[config.mk]
export PLATFORM = sky130hd
export DESIGN_NAME = rasr_ctrl
export DESIGN_NICKNAME = d
export VERILOG_FILES = /design/src/rtl/rasr_pkg.sv /design/src/rtl/rasr_ctrl.sv
export SDC_FILE = /design/constraint.sdc
export NUM_CORES = 1
export LEC_CHECK = 0
export ABC_CLOCK_PERIOD_IN_PS = 3190
export BUFFER_PORTS_ARGS = -buffer_cell sky130_fd_sc_hd__buf_2
export CELL_PAD_IN_SITES_DETAIL_PLACEMENT = 0
export CELL_PAD_IN_SITES_GLOBAL_PLACEMENT = 1
export CORE_MARGIN = 2
export CORE_UTILIZATION = 42
export DETAILED_ROUTE_END_ITERATION = 10
export PLACE_DENSITY = 0.81
export SETUP_SLACK_MARGIN = 0.4
export SYNTH_ARGS = -nofsm -noshare
export SYNTH_HDL_FRONTEND = slang
export SYNTH_SLANG_ARGS = --single-unit
export TNS_END_PERCENT = 100
[constraint.sdc]
create_clock -name clock -period 3.19 [get_ports clock]
set_input_delay 0.1595 -clock clock [delete_from_list [all_inputs] [get_ports clock]]
set_output_delay 0.1595 -clock clock [all_outputs]
set_load 0.05 [all_outputs]
[src/rtl/rasr_pkg.sv]
`default_nettype none
// ----------------------------------------------------------------------------
// rasr_pkg
// shared types and constants for the rational add/subtract/reduce block
// ----------------------------------------------------------------------------
package rasr_pkg;

   localparam int OPERAND_WIDTH_DEF = 32;
   localparam int RES_NUM_WIDTH     = 64;
   localparam int RES_DEN_WIDTH     = 62;
   localparam int SHIFT_WIDTH       = 6;
   localparam int DIV_COUNT_WIDTH   = 6;

   localparam logic OPCODE_ADD = 1'b0;
   localparam logic OPCODE_SUB = 1'b1;

   typedef enum logic [3:0] {
      OP_NONE,
      OP_LOAD,
      OP_MUL_P1,
      OP_MUL_P2,
      OP_MUL_DEN,
      OP_SUM,
      OP_GCD_PAIR,
      OP_GCD_SHIFT_X,
      OP_GCD_STEP,
      OP_GCD_END,
      OP_DIV_STEP,
      OP_DIV_SWAP,
      OP_OUT
   } dp_op_type;

   typedef struct packed {
      logic den_zero;
      logic mag_zero;
      logic both_even;
      logic x_even;
      logic y_zero;
   } dp_status_type;

   typedef enum logic [3:0] {
      S_IDLE,
      S_MUL_P1,
      S_MUL_P2,
      S_MUL_DEN,
      S_SUM,
      S_CHECK,
      S_GCD_PAIR,
      S_GCD_X,
      S_GCD_LOOP,
      S_GCD_END,
      S_DIV_MAG,
      S_DIV_SWAP,
      S_DIV_DEN,
      S_FINISH
   } state_type;

endpackage
`default_nettype wire

[src/rtl/rasr_ctrl.sv]
`default_nettype none
// ----------------------------------------------------------------------------
// rasr_ctrl
// sequencer for multiply, gcd and division steps plus the result handshake
// ----------------------------------------------------------------------------
module rasr_ctrl import rasr_pkg::*; (
   input  wire           clock,
   input  wire           reset,
   input  wire           req_valid,
   output logic          req_stall,
   output logic          rsp_valid,
   input  wire           rsp_stall,
   input  dp_status_type dp_status,
   output dp_op_type     dp_op
);

   state_type                  state_ff, state_in;
   logic [DIV_COUNT_WIDTH-1:0] cnt_ff, cnt_in;
   logic                       rsp_valid_ff, rsp_valid_in;
   logic                       out_free;

   always_ff @(posedge clock) begin
      if (reset) begin
         state_ff     <= S_IDLE;
         cnt_ff       <= '0;
         rsp_valid_ff <= 1'b0;
      end else begin
         state_ff     <= state_in;
         cnt_ff       <= cnt_in;
         rsp_valid_ff <= rsp_valid_in;
      end
   end

   assign out_free = !rsp_valid_ff || !rsp_stall;

   always_comb begin
      state_in     = state_ff;
      cnt_in       = cnt_ff;
      dp_op        = OP_NONE;
      rsp_valid_in = rsp_valid_ff && rsp_stall;
      unique case (state_ff)
         S_IDLE: begin
            if (req_valid) begin
               dp_op    = OP_LOAD;
               state_in = S_MUL_P1;
            end
         end
         S_MUL_P1: begin
            dp_op    = OP_MUL_P1;
            state_in = S_MUL_P2;
         end
         S_MUL_P2: begin
            dp_op    = OP_MUL_P2;
            state_in = S_MUL_DEN;
         end
         S_MUL_DEN: begin
            dp_op    = OP_MUL_DEN;
            state_in = S_SUM;
         end
         S_SUM: begin
            dp_op    = OP_SUM;
            state_in = S_CHECK;
         end
         S_CHECK: begin
            // zero denominator and zero result skip the reduction
            if (dp_status.den_zero || dp_status.mag_zero) begin
               state_in = S_FINISH;
            end else begin
               state_in = S_GCD_PAIR;
            end
         end
         S_GCD_PAIR: begin
            if (dp_status.both_even) begin
               dp_op = OP_GCD_PAIR;
            end else begin
               state_in = S_GCD_X;
            end
         end
         S_GCD_X: begin
            if (dp_status.x_even) begin
               dp_op = OP_GCD_SHIFT_X;
            end else begin
               state_in = S_GCD_LOOP;
            end
         end
         S_GCD_LOOP: begin
            if (dp_status.y_zero) begin
               state_in = S_GCD_END;
            end else begin
               dp_op = OP_GCD_STEP;
            end
         end
         S_GCD_END: begin
            dp_op    = OP_GCD_END;
            cnt_in   = '0;
            state_in = S_DIV_MAG;
         end
         S_DIV_MAG: begin
            dp_op  = OP_DIV_STEP;
            cnt_in = cnt_ff + DIV_COUNT_WIDTH'(1);
            if (&cnt_ff) begin
               state_in = S_DIV_SWAP;
            end
         end
         S_DIV_SWAP: begin
            dp_op    = OP_DIV_SWAP;
            cnt_in   = '0;
            state_in = S_DIV_DEN;
         end
         S_DIV_DEN: begin
            dp_op  = OP_DIV_STEP;
            cnt_in = cnt_ff + DIV_COUNT_WIDTH'(1);
            if (&cnt_ff) begin
               state_in = S_FINISH;
            end
         end
         S_FINISH: begin
            // wait here only while the previous transaction is still unread
            if (out_free) begin
               dp_op        = OP_OUT;
               rsp_valid_in = 1'b1;
               state_in     = S_IDLE;
            end
         end
         default: begin
            state_in = S_IDLE;
         end
      endcase
   end

   assign req_stall = reset || (state_ff != S_IDLE);
   assign rsp_valid = rsp_valid_ff;

endmodule
`default_nettype wire

# --- Word-level counts from Yosys, hierarchy flattened ---
# Index checks and enable logic that the tools add are counted.
word_totals:
  inputBits: 9
  word_cells: 55
  regBits: 11
  out_inout_bits: 6
classes:
  n_addsub: 1
  mux: 18
  eq_ne: 20
  reduce_logical: 13
ops:
  columns: ["op", "count"]
  rows:
  - ["$pmux 4 s14", 1]
  - ["$pmux 4 s12", 1]
  - ["$mux 4", 10]
  - ["$eq 4x4->1 const B", 6]
  - ["$eq 4x3->1 const B", 4]
  - ["$ne 2x2->1 const B", 7]
  - ["$pmux 6 s2", 1]
  - ["$eq 4x2->1 const B", 2]
  - ["$reduce_and 7->1", 1]
  - ["$add 6x1->6 const B", 1]
  - ["$mux 3", 2]
  - ["$reduce_and 6->1", 1]
  - ["$eq 4x1->1 const B", 1]
  - ["$logic_not 4->1", 1]
  - ["$reduce_bool 4->1", 1]
  - ["$reduce_or 2->1", 2]
  - ["$logic_or 1x1->1", 3]
  - ["$mux 1", 3]
  - ["$logic_not 1->1", 2]
  - ["$reduce_bool 2->1", 1]
  - ["$logic_and 1x1->1", 1]

# --- Depth between registers and ports, before layout ---
logic_depth:
  ltp_word: 4
  depth_mapped: 6
  depth_no_buf: 5

# --- Worst setup path before layout ---
# Ideal clock, no wire load.
synth_path:
  path_type: "flip-flop to output port"
  startpoint: "register state_ff[1]"
  endpoint: "output port dp_op[3]"
  n_path_buf: 2
  path_stages_with_launch: 5
  path_slack_ns: 0.939
  arrival_ns: 2.092
  cell_sequence: "dfxtp_1 -> buf_2 -> buf_1 -> nor2_1 -> a311oi_1"
synth_via:
  elab_chain_cells: 3
  elab_cells_between_ends: 15
synth_lines:
  columns: ["element", "line_no", "source"]
  rows:
  - ["start, declared", "rasr_ctrl.sv:17", "state_type state_ff, state_in;"]
  - ["start signal, assigned", "rasr_ctrl.sv:28", "state_ff <= state_in;"]
  - ["$eq 4x4->1", "rasr_ctrl.sv:41", "unique case (state_ff)"]
  - ["$reduce_or 2->1 (no line)", null, null]
  - ["$pmux 4 s12 (*)", "rasr_ctrl.sv:41", null]
  - ["end, declared", "rasr_ctrl.sv:14", "output dp_op_type dp_op"]
# Every way passes the cells marked *; elsewhere a longest branch is shown, timed or not.

# --- Final worst setup path ---
layout_path:
  startpoint: "register state_ff[0]"
  endpoint: "output port dp_op[1]"
# The elaborated chain is that of the path after synthesis.

==> reports/results.ini <==
[pwr]
power_w=0.000837
p_leak_nw=0.296
vdd.ir_drop.worst_uv=571
power_density_nw_per_um2=936

[setup_path]
critPathMaxStageDelay_ns=0.69
cp.buffers_inverters=2
start_kind=register
timing.rr.start=state_ff[1]
critical_path_required_ns=3.03
slowest_stage=dfxtp_1
critPathCaptureType=output pin
crit_arrival_ns=1.97
cp_top_family=flip-flops
worstPathCellList=inv_1 > nor3_1 > a21oi_1 > o221ai_1 > buf_2
critical_path_class=register to output pin
cp-startpoint=state_ff[0]
cp_max_fo=18

[yosys]
synth_top_area_share_pct=27.1
netlist_instances=103
synthFlopType=dfxtp_1
yosysWarningCount=0
synthTopCellsByCount=11 x a21oi_1, 11 x dfxtp_1, 9 x nor2_1
synth_edf_count=0
syn-num-nets=113
synth_cell_types=38
synth.cell_area_sq_um=813
synth-seq-cells=11
yosysSeqAreaShare_pct=27.1
synth.avg_cell_area_sq_um=7.90
synthTopCellsByArea=dfxtp_1 27%, a21oi_1 6.8%, o21ai_0 4.9%
yosysTopAreaCell=dfxtp_1
synthArstFlopShare_pct=0

[placed_design]
dpl.hpwl_um=1310
io_buffers=14
place_ws_ns=1.30
place_congestion=0.799

[grt]
grt_pass1_vias=680
grt_pass1_wl_um=2990
grt_max_degree=20
globalRoute.totalOverflow=0
grtUsageTotal_pct=18.2
antenna_found_initial=0

[detailed_routing]
wl_met2_um=801
wl_met1_um=936
highest_layer=met4
num_vias=843
routedWlPerCell_um=13.3
route.met3.wl_um=92
dr.pass1.iters=4
viasPerCell=6.11
drtIter0Drc=37
wirelength_um=1840
drc=0
ant_nets=0

[clock_network]
cts-root-buf=clkbuf_4
cts_resized=0
clk_pin_slew_ns=0.07
cts_setup_buffers=0
cts_hold_buf=0
max-clock-path-buffers=2
cts_tree=built
insertion_delay_ns=0.27
ctsHtreeMaxLevel=1
cts.sinks=11
cts_buffers=3

[sta]
finalHoldViolations=0
finalSetupViolCount=0
fmax_ghz=0.471
fin_hold_ws_ns=0.220
fin_crit_ns=2.12
fin_tns_setup_ns=0
setup_slack_ns=1.07
finalClockSkew_ns=0.00140
worst_pin_slew_ns=0.612
period_share_pct=66.6
grt_setup_unrepaired=no
max_slew_margin_pct=59.1
drv_slew=0

[floorplan]
start_util_pct=45.6
rows=15
die_y_um=48.0
die_x_um=48.0
pin_count=15
dieArea_sq_um=2300
core_sq_um=1780

[finish]
antenna_cells=0
fin_nets=124
regArea_sq_um=220
fill_cells=181
syn_to_final_growth_pct=10.0
layout-drive-gt1-share_pct=22.1
final_util_pct=50.2
multiInputGateArea_sq_um=532

[min_path]
hp-start=reset
hold_path.class=primary input to register

[flow_run]
drv_cap=0

[status]
status=completed

layout make-up:
| type | instances | share of cell area (%) |
|---|---|---|
| inverter | 4 | 1.68 |
| tap | 25 | 3.50 |
| clock buffer | 4 | 2.94 |
| multi-input combinational | 80 | 59.4 |
| sequential | 11 | 24.6 |
| timing repair buffer | 14 | 7.83 |
path summary, 6_finish.rpt:
check | endpoint | slack (ns) | cells after the start
worst max-delay path | dp_op[1] | 1.07 | 5
worst min-delay path | cnt_ff[1] | 0.22 | 2
worst max register to register | state_ff[3] | 1.26 | 4
worst min register to register | cnt_ff[3] | 0.49 | 1
state kept, by name (all words and copies together) (netlist names):
name,count
cnt_ff,6
state_ff,4
rsp_valid,1
through the flow:
stage / cell area, sq um / cells
2_1_floorplan: 813 / 103
3_3_place_gp: 868 / 134
3_5_place_dp: 868 / 134
4_1_cts: 895 / 138
5_1_grt: 895 / 138
6_report: 895 / 138
routing by layer:
metal | GRT usage [%] | vias up
met5 | 0 | -
met4 | 3.24 | 0
met2 | 24.5 | 28
met3 | 5.66 | 2
li1 | - | 421
met1 | 28.1 | 392
logic make-up (layout without fill, tap and decap cells):
kind of cell | after synthesis | count (layout) | share of synthesized area [%]
compound gates | 37 | 37 | 33.2
flops | 11 | 11 | 27.1
buf+inv | 12 | 22 | 7.54
fa+ha+maj | 1 | 1 | 1.54
xor+xnor | 1 | 1 | 1.08
simple gates | 38 | 38 | 25.7
mux | 3 | 3 | 3.85
worst register-to-register path: cells and delay by family, from the launching register on:
kind             cells  cell delay [ns]
AND/OR/NAND/NOR      1             0.23
AO/OA/AOI/OAI        2             0.60
XOR/XNOR             1             0.31
flip-flops           1             0.71
cell usage in the layout (no fill, tap or decap), types with 3 or more instances in the layout:
cell type  synthesis  final
a211oi_2           3      3
a21oi_1           11     11
buf_2              1     14
clkbuf_4           0      3
dfxtp_1           11     11
inv_1              4      4
nand2_1            5      5
nand3_1            5      5
nand3b_1           3      3
nor2_1             9      9
nor3_1             7      7
o21ai_0            8      8
report_power, final:
group          internal (W)  switching, W  total [W]
Combinational      0.000174      0.000314   0.000488
Sequential         0.000160     0.0000937   0.000254
Clock             0.0000484     0.0000467  0.0000951
Total              0.000383      0.000454   0.000837
No activity file was read; power rests on OpenSTA's default activity.
